File: src/sv/merge_two_sorted_lists_macros.svh
// Assertion macros used by the datapath RTL file of the merge block.
`ifndef MERGE_TWO_SORTED_LISTS_MACROS_SVH
`define MERGE_TWO_SORTED_LISTS_MACROS_SVH

// Check that a condition implies a consequence in the same cycle.
`define MTSL_ASSERT_SAME(label, ante, cons) \
  label: assert property (@(posedge clk_i) disable iff (!rst_ni) (ante) |-> (cons)) \
    else $error("merge block: same-cycle check failed");

// Check that a condition implies a consequence in the next cycle.
`define MTSL_ASSERT_NEXT(label, ante, cons) \
  label: assert property (@(posedge clk_i) disable iff (!rst_ni) (ante) |=> (cons)) \
    else $error("merge block: next-cycle check failed");

`endif

File: src/sv/mtsl_pkg.sv
package mtsl_pkg;

  // Default number of entries in each list store
  localparam int unsigned LIST_DEPTH_DEF = 16;

  // Input command codes
  localparam logic [1:0] CMD_APPEND_A = 2'd0;
  localparam logic [1:0] CMD_APPEND_B = 2'd1;
  localparam logic [1:0] CMD_MERGE    = 2'd2;

  // Commands from the controller to the datapath
  typedef struct packed {
    logic wr_a;      // append value to store A
    logic wr_b;      // append value to store B
    logic ovf;       // push an overflow result
    logic rd_start;  // rewind read positions
    logic emit;      // push the smaller head and advance
    logic clr;       // empty both stores
  } cmd_t;

  // Status from the datapath to the controller
  typedef struct packed {
    logic full_a;
    logic full_b;
    logic empty;     // both stores hold nothing
    logic last;      // next emitted element ends the run
    logic out_free;  // output register can take a result this cycle
  } status_t;

endpackage

File: src/sv/mtsl_ctrl.sv
module mtsl_ctrl (
  input  logic             clk_i,
  input  logic             rst_ni,
  input  logic             in_valid_i,
  output logic             in_ready_o,
  input  logic [1:0]       in_cmd_i,
  input  mtsl_pkg::status_t status_i,
  output mtsl_pkg::cmd_t   cmd_o
);
  import mtsl_pkg::*;

  localparam logic [1:0] StIdle  = 2'd0;
  localparam logic [1:0] StRead  = 2'd1;
  localparam logic [1:0] StEmit  = 2'd2;

  logic [1:0] state_q, state_d;
  logic       accept;

  // Take commands only when idle and the output register can hold a result
  assign in_ready_o = (state_q == StIdle) && status_i.out_free;
  assign accept     = in_valid_i && in_ready_o;

  // Next state and datapath commands
  always_comb begin
    state_d = state_q;
    cmd_o   = '0;
    unique case (state_q)
      StIdle: begin
        if (accept) begin
          unique case (in_cmd_i)
            CMD_APPEND_A: begin
              if (status_i.full_a) cmd_o.ovf = 1'b1;
              else cmd_o.wr_a = 1'b1;
            end
            CMD_APPEND_B: begin
              if (status_i.full_b) cmd_o.ovf = 1'b1;
              else cmd_o.wr_b = 1'b1;
            end
            CMD_MERGE: begin
              cmd_o.rd_start = 1'b1;
              state_d        = StRead;
            end
            default: ;
          endcase
        end
      end
      StRead: begin
        if (status_i.empty) begin
          cmd_o.clr = 1'b1;
          state_d   = StIdle;
        end else begin
          state_d = StEmit;
        end
      end
      StEmit: begin
        if (status_i.out_free) begin
          cmd_o.emit = 1'b1;
          if (status_i.last) begin
            cmd_o.clr = 1'b1;
            state_d   = StIdle;
          end
        end
      end
      default: state_d = StIdle;
    endcase
  end

  // State register
  always_ff @(posedge clk_i or negedge rst_ni) begin
    if (!rst_ni) begin
      state_q <= StIdle;
    end else begin
      state_q <= state_d;
    end
  end

endmodule

File: src/sv/mtsl_dpath.sv
`include "merge_two_sorted_lists_macros.svh"
module mtsl_dpath #(
  parameter int unsigned LIST_DEPTH = mtsl_pkg::LIST_DEPTH_DEF
) (
  input  logic               clk_i,
  input  logic               rst_ni,
  input  logic signed [31:0] in_value_i,
  input  mtsl_pkg::cmd_t     cmd_i,
  output mtsl_pkg::status_t  status_o,
  output logic               out_valid_o,
  input  logic               out_ready_i,
  output logic signed [31:0] out_value_o,
  output logic               out_last_o,
  output logic               out_ovf_o
);
  import mtsl_pkg::*;

  localparam int unsigned CW = $clog2(LIST_DEPTH + 1);
  localparam int unsigned AW = (LIST_DEPTH > 1) ? $clog2(LIST_DEPTH) : 1;
  localparam int unsigned SW = CW + 1;

  logic signed [31:0] mem_a [LIST_DEPTH];
  logic signed [31:0] mem_b [LIST_DEPTH];

  logic [CW-1:0] cnt_a_q, cnt_a_d, cnt_b_q, cnt_b_d;
  logic [CW-1:0] pos_a_q, pos_a_d, pos_b_q, pos_b_d;
  logic signed [31:0] head_a_q, head_b_q;

  logic               out_valid_q, out_valid_d;
  logic signed [31:0] out_value_q, out_value_d;
  logic               out_last_q, out_last_d;
  logic               out_ovf_q, out_ovf_d;

  logic          avail_a, avail_b, take_a;
  logic [SW-1:0] total, done;

  // Head selection: A wins on equal values
  assign avail_a = pos_a_q < cnt_a_q;
  assign avail_b = pos_b_q < cnt_b_q;
  assign take_a  = avail_a && (!avail_b || (head_a_q <= head_b_q));
  assign total   = SW'(cnt_a_q) + SW'(cnt_b_q);
  assign done    = SW'(pos_a_q) + SW'(pos_b_q) + SW'(1);

  assign status_o.full_a   = cnt_a_q == CW'(LIST_DEPTH);
  assign status_o.full_b   = cnt_b_q == CW'(LIST_DEPTH);
  assign status_o.empty    = (cnt_a_q == '0) && (cnt_b_q == '0);
  assign status_o.last     = done == total;
  assign status_o.out_free = !out_valid_q || out_ready_i;

  // Counters and read positions
  always_comb begin
    cnt_a_d = cnt_a_q;
    cnt_b_d = cnt_b_q;
    pos_a_d = pos_a_q;
    pos_b_d = pos_b_q;
    if (cmd_i.wr_a) cnt_a_d = cnt_a_q + CW'(1);
    if (cmd_i.wr_b) cnt_b_d = cnt_b_q + CW'(1);
    if (cmd_i.emit) begin
      if (take_a) pos_a_d = pos_a_q + CW'(1);
      else pos_b_d = pos_b_q + CW'(1);
    end
    if (cmd_i.rd_start || cmd_i.clr) begin
      pos_a_d = '0;
      pos_b_d = '0;
    end
    if (cmd_i.clr) begin
      cnt_a_d = '0;
      cnt_b_d = '0;
    end
  end

  // Output register: load a result or drain the held one
  always_comb begin
    out_valid_d = out_valid_q;
    out_value_d = out_value_q;
    out_last_d  = out_last_q;
    out_ovf_d   = out_ovf_q;
    if (out_valid_q && out_ready_i) out_valid_d = 1'b0;
    if (cmd_i.emit) begin
      out_valid_d = 1'b1;
      out_value_d = take_a ? head_a_q : head_b_q;
      out_last_d  = status_o.last;
      out_ovf_d   = 1'b0;
    end else if (cmd_i.ovf) begin
      out_valid_d = 1'b1;
      out_value_d = '0;
      out_last_d  = 1'b0;
      out_ovf_d   = 1'b1;
    end
  end

  // Stores: write at the fill count, read ahead at the next position
  always_ff @(posedge clk_i) begin
    if (cmd_i.wr_a) mem_a[cnt_a_q[AW-1:0]] <= in_value_i;
    if (cmd_i.wr_b) mem_b[cnt_b_q[AW-1:0]] <= in_value_i;
    head_a_q <= mem_a[pos_a_d[AW-1:0]];
    head_b_q <= mem_b[pos_b_d[AW-1:0]];
  end

  // Control registers
  always_ff @(posedge clk_i or negedge rst_ni) begin
    if (!rst_ni) begin
      cnt_a_q     <= '0;
      cnt_b_q     <= '0;
      pos_a_q     <= '0;
      pos_b_q     <= '0;
      out_valid_q <= 1'b0;
    end else begin
      cnt_a_q     <= cnt_a_d;
      cnt_b_q     <= cnt_b_d;
      pos_a_q     <= pos_a_d;
      pos_b_q     <= pos_b_d;
      out_valid_q <= out_valid_d;
    end
  end

  // Payload of the output register
  always_ff @(posedge clk_i) begin
    out_value_q <= out_value_d;
    out_last_q  <= out_last_d;
    out_ovf_q   <= out_ovf_d;
  end

  assign out_valid_o = out_valid_q;
  assign out_value_o = out_value_q;
  assign out_last_o  = out_last_q;
  assign out_ovf_o   = out_ovf_q;

  `MTSL_ASSERT_SAME(emit_has_elem_a, cmd_i.emit, avail_a || avail_b)
  `MTSL_ASSERT_SAME(pos_within_cnt_a, 1'b1, (pos_a_q <= cnt_a_q) && (pos_b_q <= cnt_b_q))
  `MTSL_ASSERT_SAME(cnt_within_depth_a, 1'b1,
                    (cnt_a_q <= CW'(LIST_DEPTH)) && (cnt_b_q <= CW'(LIST_DEPTH)))
  `MTSL_ASSERT_NEXT(clr_empties_a, cmd_i.clr, (cnt_a_q == '0) && (cnt_b_q == '0))

endmodule

File: src/sv/merge_two_sorted_lists.sv
// Load (cmd 0 or 1): one transaction per cycle while idle with the output register free,
//   no result; a load into a full store returns one overflow result in the next cycle.
// Merge of N stored elements: a read state first loads both store heads through the
//   registered store read port, then one element per cycle while the output register is free.
// Reset clears the counts, read positions and output valid; the stores are left as they
//   are, since entries are only read below the fill count, and no clearing pass is run.
module merge_two_sorted_lists #(
  parameter int unsigned LIST_DEPTH = mtsl_pkg::LIST_DEPTH_DEF
) (
  input  logic        clk_i,
  input  logic        rst_ni,
  input  logic        s_axis_tvalid_i,
  output logic        s_axis_tready_o,
  input  logic [31:0] s_axis_tdata_i,   // [31:0] value
  input  logic [1:0]  s_axis_tuser_i,   // [1:0] cmd
  output logic        m_axis_tvalid_o,
  input  logic        m_axis_tready_i,
  output logic [31:0] m_axis_tdata_o,   // [31:0] merged_value
  output logic        m_axis_tlast_o,
  output logic        m_axis_tuser_o    // [0] overflow
);
  import mtsl_pkg::*;

  cmd_t               cmd;
  status_t            status;
  logic signed [31:0] out_value;

  // Sequence loads and merges
  mtsl_ctrl u_ctrl (
    .clk_i      (clk_i),
    .rst_ni     (rst_ni),
    .in_valid_i (s_axis_tvalid_i),
    .in_ready_o (s_axis_tready_o),
    .in_cmd_i   (s_axis_tuser_i),
    .status_i   (status),
    .cmd_o      (cmd)
  );

  // Hold the lists and drive the output register
  mtsl_dpath #(
    .LIST_DEPTH (LIST_DEPTH)
  ) u_dpath (
    .clk_i       (clk_i),
    .rst_ni      (rst_ni),
    .in_value_i  ($signed(s_axis_tdata_i)),
    .cmd_i       (cmd),
    .status_o    (status),
    .out_valid_o (m_axis_tvalid_o),
    .out_ready_i (m_axis_tready_i),
    .out_value_o (out_value),
    .out_last_o  (m_axis_tlast_o),
    .out_ovf_o   (m_axis_tuser_o)
  );

  assign m_axis_tdata_o = $unsigned(out_value);

endmodule
File: config.mk
export PLATFORM = sky130hd
export DESIGN_NAME = merge_two_sorted_lists
export DESIGN_NICKNAME = d
export VERILOG_FILES = /design/src/sv/mtsl_pkg.sv /design/src/sv/mtsl_ctrl.sv /design/src/sv/mtsl_dpath.sv /design/src/sv/merge_two_sorted_lists.sv
export VERILOG_INCLUDE_DIRS = /design/src /design/src/sv
export SDC_FILE = /design/constraint.sdc
export NUM_CORES = 1
export LEC_CHECK = 0
export BUFFER_PORTS_ARGS = -buffer_cell sky130_fd_sc_hd__buf_2
export CELL_PAD_IN_SITES_DETAIL_PLACEMENT = 0
export CELL_PAD_IN_SITES_GLOBAL_PLACEMENT = 1
export CORE_UTILIZATION = 40
export DETAILED_ROUTE_END_ITERATION = 7
export PLACE_DENSITY_LB_ADDON = 0.25
export SETUP_SLACK_MARGIN = 0.1
export SLEW_MARGIN = 40
export SYNTH_ARGS = -nofsm -noshare
export SYNTH_HDL_FRONTEND = slang
export SYNTH_HIERARCHICAL = 1
export SYNTH_SLANG_ARGS = --single-unit
File: constraint.sdc
create_clock -name clk_i -period 6.1 [get_ports clk_i]
set_clock_uncertainty 0.2 [all_clocks]
set_input_delay 1.525 -clock clk_i [delete_from_list [all_inputs] [get_ports clk_i]]
set_output_delay 1.525 -clock clk_i [all_outputs]
set_load 0.03 [all_outputs]
==> results of run 1 <==
report_power, final:
group | leakage [nW] | total, W | switching (W) | internal (W)
Clock | 1.95 | 0.00727 | 0.00300 | 0.00427
Combinational | 5.39 | 0.00895 | 0.00574 | 0.00321
Sequential | 10.3 | 0.00960 | 0.000511 | 0.00909
Total | 17.7 | 0.0258 | 0.00925 | 0.0166
state kept, by name, summed over array words and instances, names as in the netlist:
register / cells
u_dpath/head_a_q: 32
u_dpath/out_valid_o: 1
u_dpath/cnt_b_q: 5
u_dpath/mem_b: 512
u_dpath/head_b_q: 32
u_dpath/pos_a_q: 5
u_dpath/pos_b_q: 5
u_ctrl/state_q: 2
u_dpath/out_value_o: 32
u_dpath/mem_a: 512
u_dpath/cnt_a_q: 5
u_dpath/out_last_o: 1
u_dpath/out_ovf_o: 1
per-layer routing:
layer  track usage [%]  routed length, um  up-vias
li1                  -                  -    11856
met3              3.17               7340      195
met4              5.85               3260        0
met1              29.5              54500    13862
met2              34.3              58600      801
met5                 0                  0        -
metrics by stage:
| step | instances | hold WS (ns) | worst slack, ns | utilization, % |
|---|---|---|---|---|
| after detailed placement | 4447 | 0.298 | 0.757 | 43.0 |
| after CTS | 4671 | 0.307 | 0.712 | 46.5 |
| final | 4678 | 0.300 | 0.686 | 46.5 |
| after floorplan | 2975 | 0.288 | 0.444 | - |
| after global placement | 4444 | 0.282 | 0.718 | 42.9 |
| after global routing | 4671 | 0.322 | 0.354 | 46.5 |
Yosys cell counts (32+ instances only):
library cell  instances
nand4_1              42
o211ai_1             67
buf_2                32
a22oi_1              33
mux2_2              131
nand2_1             291
inv_1                53
dfxtp_1              65
mux2i_1             101
and2_1               68
a21oi_1             246
a211o_1              33
nor2_1               55
clkbuf_1            144
ha_1                 64
a221oi_1            131
edfxtp_1           1057
nand3_1              73
or4_1                33
a221o_1              32
o21ai_0              40
area by class of cell:
class / count / area share [%]
timing repair buffer: 168 / 2.55
sequential: 1145 / 64.0
antenna: 7 / 0.0334
multi-input combinational: 1579 / 21.9
tap: 1500 / 3.57
inverter: 55 / 0.408
clock inverter: 60 / 1.09
clock buffer: 164 / 6.42
critical path, cell delays in order, from the launching register on:
cell and delay [ns]:
dfrtp_1 0.46, ha_1 0.27, fa_1 0.42, a21o_1 0.18
a21oi_1 0.17, xnor2_1 0.15, xnor2_1 0.14, nand4_1 0.11
nor3_1 0.31, a22oi_1 0.13, nor2b_1 0.33, or2_2 0.19
nor2_1 0.05, o211ai_1 0.21, buf_4 0.65, buf_4 0.72
a221oi_1 0.16, a211o_1 0.33, nand4_1 0.11
cell families (layout without fill, tap and decap cells):
group           count (synthesis)  count (layout)  synth area share (%)
simple gates                  606             606                  6.33
compound gates                651             651                  10.3
xor+xnor                       23              23                 0.440
fa+ha+maj                      66              66                  1.84
other cells                     0               7                     0
buf+inv                       251             447                  2.27
mux                           233             233                  5.45
flops                        1145            1145                  73.4
final timing paths:
path / end / slack, ns
worst max-delay path: u_dpath/head_b_q[16]$_DFF_P_ / 0.69
worst min-delay path: u_dpath/out_ovf_o$_SDFFE_PP0P_ / 0.30
worst max register to register: u_dpath/head_b_q[16]$_DFF_P_ / 0.69
worst min register to register: u_dpath/out_ovf_o$_SDFFE_PP0P_ / 0.30
max in group asynchronous: u_dpath/pos_a_q[4]$_DFFE_PN0P_ / 4.65
min in group asynchronous: u_dpath/pos_b_q[2]$_DFF_PN0_ / 0.64
==> flow_metrics.tcl, run 1 <==
set metrics [dict create \
    post-cts-setup-buffers 0 \
    gp_congestion 0.822 \
    die_width_um 340 \
    cts_resized 0 \
    rows 123 \
    period_minus_slack_ns 5.41 \
    port_buffers 73 \
    syn-instance-count 2975 \
    cp-start-kind "flop" \
    timing.slew.headroom_pct 45.4 \
    overflow 0 \
    stdcell_area_um2 52500 \
    final_common_cell "edfxtp_1" \
    drtPass1Iterations 5 \
    final_cell_mix "edfxtp_1 (1057), nand2_1 (289), a21oi_1 (246), a221oi_1 (131), mux2_2 (130)" \
    ctsHoldBuffers 0 \
    hold_path_depth 2 \
    fill_cells 9790 \
    syn_area_um2 45800 \
    setup_violations 0 \
    wire_per_inst_um 26.4 \
    rsz0062_at_grt "no" \
    synth_warnings 6 \
    synthesis.nets 3079 \
    worst_slew_pin_slew_ns 0.817 \
    cp.arrival_ns 5.83 \
    maxCapViolCount 0 \
    regArea_um2 33600 \
    maxSlewViolCount 0 \
    irDropWorstVdd_v 0.000348 \
    die_area_um2 116000 \
    grtUsageTotal_pct 21.1 \
    yosysTopAreaCell "edfxtp_1" \
    startpoint "u_dpath/cnt_a_q[0]$_DFFE_PN0P_" \
    rr_startpoint "u_dpath/cnt_a_q[0]$_DFFE_PN0P_" \
    core_area_um2 113000 \
    post-route-period-util_pct 88.8 \
    ios 74 \
    avgSynthCellArea_um2 15.4 \
    placed_area_um2 48500 \
    synth.top_cell.area_share_pct 69.3 \
    leakage_nw 17.7 \
    clock.fmax_mhz 185 \
    synth_area_leaders "edfxtp_1 (69%), mux2_2 (3.2%), dfxtp_1 (2.8%)" \
    area_delta_synth_final_pct 14.7 \
    cts.sinks 1145 \
    yosysSeqAreaShare_pct 73.4 \
    synth_edf_count 1057 \
    h-tree-depth 3 \
    initial_core_util_pct 40.5 \
    hold_start "u_dpath/out_ovf_o$_SDFFE_PP0P_" \
    drt-initial-drc-count 2356 \
    num_vias 26714 \
    cp_max_fo 51 \
    clk_latency_ns 0.70 \
    cts_made_buffers 118 \
    fp.dieH_um 340 \
    drcViolationCount 0 \
    clk_pin_slew_ns 0.06 \
    r2r_cells 18 \
    dp.final_hpwl_mm 68.4 \
    power.density_nw_per_um2 492 \
    grt_pass1_vias 26780 \
    grt_pass1_wl_mm 180 \
    status "finished clean" \
    multi_input_area_um2 11500 \
    ys_ff_latch 1145 \
    ys_types 65 \
    grt_start_max_net_pins 91 \
    cts.path.max_buffers 3 \
    final_antenna_net_count 0 \
    required_ns 6.52 \
    cp-end-kind "flop" \
    hold_path.class "reg2reg" \
    grt_antenna_before_repair 4 \
    tns_ns 0 \
    clockRootBuffer "clkbuf_16" \
    final_hold_viol_count 0 \
    fin_nets 3171 \
    cts_tree "yes" \
    total_power_w 0.0258 \
    drive_gt1_share_pct 18.3 \
    critical_path_class "reg2reg" \
    synth_flop_cell "edfxtp_1" \
    ys_async_sr_fraction_pct 2.01 \
    wirelength_mm 124 \
    vias_per_cell 5.71 \
]
Power figures use the tool's default switching activity.
==> run 2: changes to the inputs <==
--- a/config.mk
+++ b/config.mk
@@ -6,10 +6,12 @@
 export SDC_FILE = /design/constraint.sdc
 export NUM_CORES = 1
 export LEC_CHECK = 0
+export ABC_AREA = 1
 export BUFFER_PORTS_ARGS = -buffer_cell sky130_fd_sc_hd__buf_2
 export CELL_PAD_IN_SITES_DETAIL_PLACEMENT = 0
 export CELL_PAD_IN_SITES_GLOBAL_PLACEMENT = 1
 export CORE_UTILIZATION = 40
+export CTS_CLUSTER_SIZE = 14
 export DETAILED_ROUTE_END_ITERATION = 7
 export PLACE_DENSITY_LB_ADDON = 0.25
 export SETUP_SLACK_MARGIN = 0.1
==> run 2 against run 1 <==
Clock-buffer cell count is 8 higher. Synthesized cell count increased by 64%. Sequential share of layout area shrank 5.9 points. Final area increased by 10%. Global-route usage increased by 2.8 points. Final cell count increased by 42%. Clock power grew 5.0%. Die area up 12%. Critical endpoint is now u_dpath/head_b_q[13]$_DFF_P_. Largest power group is now combinational logic.
==> flow_metrics.tcl, run 2 <==
set metrics [dict create \
    cts.path.max_buffers 3 \
    clk_latency_ns 0.75 \
    ctsHoldBuffers 0 \
    reg2reg_setup_slack_ns 1.27 \
    cp.arrival_ns 5.25 \
    total_power_w 0.0295 \
    yosysSeqAreaShare_pct 65.7 \
    numPlacedInstances 6398 \
    cts_tree "yes" \
    avgSynthCellArea_um2 10.5 \
    area_delta_synth_final_pct 12.9 \
    hold_path.class "reg2reg" \
    synth.area.mux_share_pct 0 \
    power.density_nw_per_um2 511 \
    yosysTopAreaCell "edfxtp_1" \
    cts_resized 0 \
    synth_flop_cell "edfxtp_1" \
    r2r-end "u_dpath/head_b_q[13]$_DFF_P_" \
    yosys.area_share.xor_xnor_pct 0.154 \
    drt-initial-drc-count 3139 \
    cts_made_buffers 130 \
    cp-end-kind "flop" \
    grtUsageTotal_pct 24.0 \
    syn-instance-count 4893 \
    dp_slack_ns 1.11 \
    wire_per_inst_um 23.5 \
    cts.sinks 1145 \
    cp-start-kind "flop" \
    placed_area_um2 53600 \
    final_cell_mix "edfxtp_1 (1057), inv_1 (973), nand2_1 (894), nand3_1 (843), nand4_1 (455)" \
    rr_startpoint "u_dpath/head_a_q[11]$_DFF_P_" \
    gp_congestion 0.822 \
    overflow 0 \
    synth_top_family_by_area "simple AND/OR/NAND/NOR gates" \
    synth_area_leaders "edfxtp_1 (62%), nand3_1 (8.3%), inv_1 (7.1%)" \
    grt_start_max_net_pins 171 \
    synthesis.nets 4997 \
    drive_gt1_share_pct 8.58 \
    multi_input_area_um2 12700 \
    synth_warnings 6 \
    irDropWorstVdd_v 0.000677 \
    grt_pass1_vias 33429 \
    dp.final_hpwl_mm 81.7 \
    period_minus_slack_ns 4.83 \
    status "finished clean" \
    ios 74 \
    maxCapViolCount 0 \
    final_hold_viol_count 0 \
    r2r_cells 19 \
    initial_core_util_pct 40.6 \
    drtPass1Iterations 5 \
    ys_ff_latch 1145 \
    synth.top_cell.area_share_pct 62.0 \
    synth_fa_ha_area_share_pct 1.64 \
    final_antenna_net_count 0 \
    worst_slew_pin_slew_ns 0.999 \
    num_vias 35432 \
    synth-compound-area-share_pct 0.931 \
    die_area_um2 129000 \
    regArea_um2 33600 \
    timing.slew.headroom_pct 33.4 \
    vias_per_cell 5.34 \
    core_area_um2 126000 \
    post-cts-setup-buffers 0 \
    stdcell_area_um2 57800 \
    startpoint "u_dpath/head_a_q[11]$_DFF_P_" \
    yosys.cell_count.top_type "edfxtp_1" \
    final_common_cell "edfxtp_1" \
    critical_path_class "reg2reg" \
    grt_pass1_wl_mm 229 \
    drcViolationCount 0 \
    ys_async_sr_fraction_pct 2.01 \
    clock.fmax_mhz 207 \
    synth-simple-area-share_pct 21.4 \
    setup_violations 0 \
    fill_cells 11677 \
    tns_ns 0 \
    rsz0062_at_grt "no" \
    rows 130 \
    wirelength_mm 156 \
    die_width_um 360 \
    ys_types 40 \
    fin_nets 4987 \
    port_buffers 73 \
    synthTopCellsByCount "edfxtp_1 (1057), inv_1 (975), nand2_1 (895)" \
    leakage_nw 24.2 \
    clockRootBuffer "clkbuf_16" \
    syn_area_um2 51200 \
    grt_antenna_before_repair 11 \
    crit_path_end "u_dpath/head_b_q[13]$_DFF_P_" \
    fin_ws_ns 1.27 \
    required_ns 6.52 \
    synth_edf_count 1057 \
    h-tree-depth 4 \
    fp.dieH_um 360 \
    layoutNonFillerInstCount 6638 \
    cp_max_fo 85 \
    maxSlewViolCount 0 \
    clk_pin_slew_ns 0.06 \
    post-route-period-util_pct 79.2 \
]
## run 2: kinds of logic (layout without fill, tap and decap cells)
family                   after synthesis  count (layout)
AND/OR/NAND/NOR                     2287            2287
other                                  0               1
flip-flops                          1145            1145
AO/OA/AOI/OAI                         85              85
buffers and inverters               1301            1395
adder cells (fa/ha/maj)               66              66
XOR/XNOR                               9               9
## run 2: worst max-delay path, stage by stage, from the launching register on
cell and delay (ns):
dfxtp_1 0.49, ha_1 0.32, a21oi_1 0.16, nand2_1 0.07
a21oi_1 0.44, nand2_1 0.12, nand2_1 0.19, nand2_1 0.08
nand2_1 0.11, nand3_4 0.13, nand2_4 0.12, nand2_4 0.28
nand2_8 0.43, buf_12 0.37, buf_16 0.33, nand4_1 0.17
nand3_1 0.14, nand3_1 0.09, nand3_1 0.12, nand2_1 0.07
## run 2: layout make-up
| class | instances | area share [%] |
|---|---|---|
| Sequential cell | 1145 | 58.2 |
| Multi-Input combinational cell | 2447 | 21.9 |
| Inverter | 984 | 6.41 |
| Clock buffer | 172 | 6.20 |
| Tap cell | 1650 | 3.57 |
| Timing Repair Buffer | 175 | 2.74 |
| Clock inverter | 64 | 0.965 |
| Antenna cell | 1 | 0.00433 |
## run 2: metal layers
layer	vias to the layer above	routed length, um	GRT usage (%)
met3	245	12000	4.93
met1	17377	70700	34.6
li1	16537	-	-
met2	1271	68000	35.8
met4	2	4920	8.30
met5	-	17	0
## run 2: worst min-delay path by stage
stage,from,to,slack (ns),depth (start not counted)
final,u_dpath/out_ovf_o$_SDFFE_PP0P_,u_dpath/out_ovf_o$_SDFFE_PP0P_,0.30,2
after global routing,u_dpath/out_ovf_o$_SDFFE_PP0P_,u_dpath/out_ovf_o$_SDFFE_PP0P_,0.32,2
after CTS,u_dpath/out_ovf_o$_SDFFE_PP0P_,u_dpath/out_ovf_o$_SDFFE_PP0P_,0.31,2
after detailed placement,u_dpath/out_ovf_o$_SDFFE_PP0P_,u_dpath/out_ovf_o$_SDFFE_PP0P_,0.30,2
after global placement,u_dpath/out_ovf_o$_SDFFE_PP0P_,u_dpath/out_ovf_o$_SDFFE_PP0P_,0.27,2
after floorplan,u_dpath/pos_b_q[4]$_DFFE_PN0P_,u_dpath/pos_b_q[4]$_DFFE_PN0P_,0.26,1
## run 2: through the flow
| step | util, % | hold slack (ns) |
|---|---|---|
| 2_1_floorplan | - | 0.263 |
| 5_1_grt | 45.8 | 0.318 |
| 3_3_place_gp | 42.4 | 0.272 |
| 6_report | 45.8 | 0.297 |
| 3_5_place_dp | 42.4 | 0.297 |
| 4_1_cts | 45.7 | 0.306 |
## run 2: power by group
group / switching (W) / total (W) / internal [W]
Sequential: 0.000366 / 0.00949 / 0.00913
Clock: 0.00319 / 0.00763 / 0.00444
Combinational: 0.00878 / 0.0124 / 0.00361
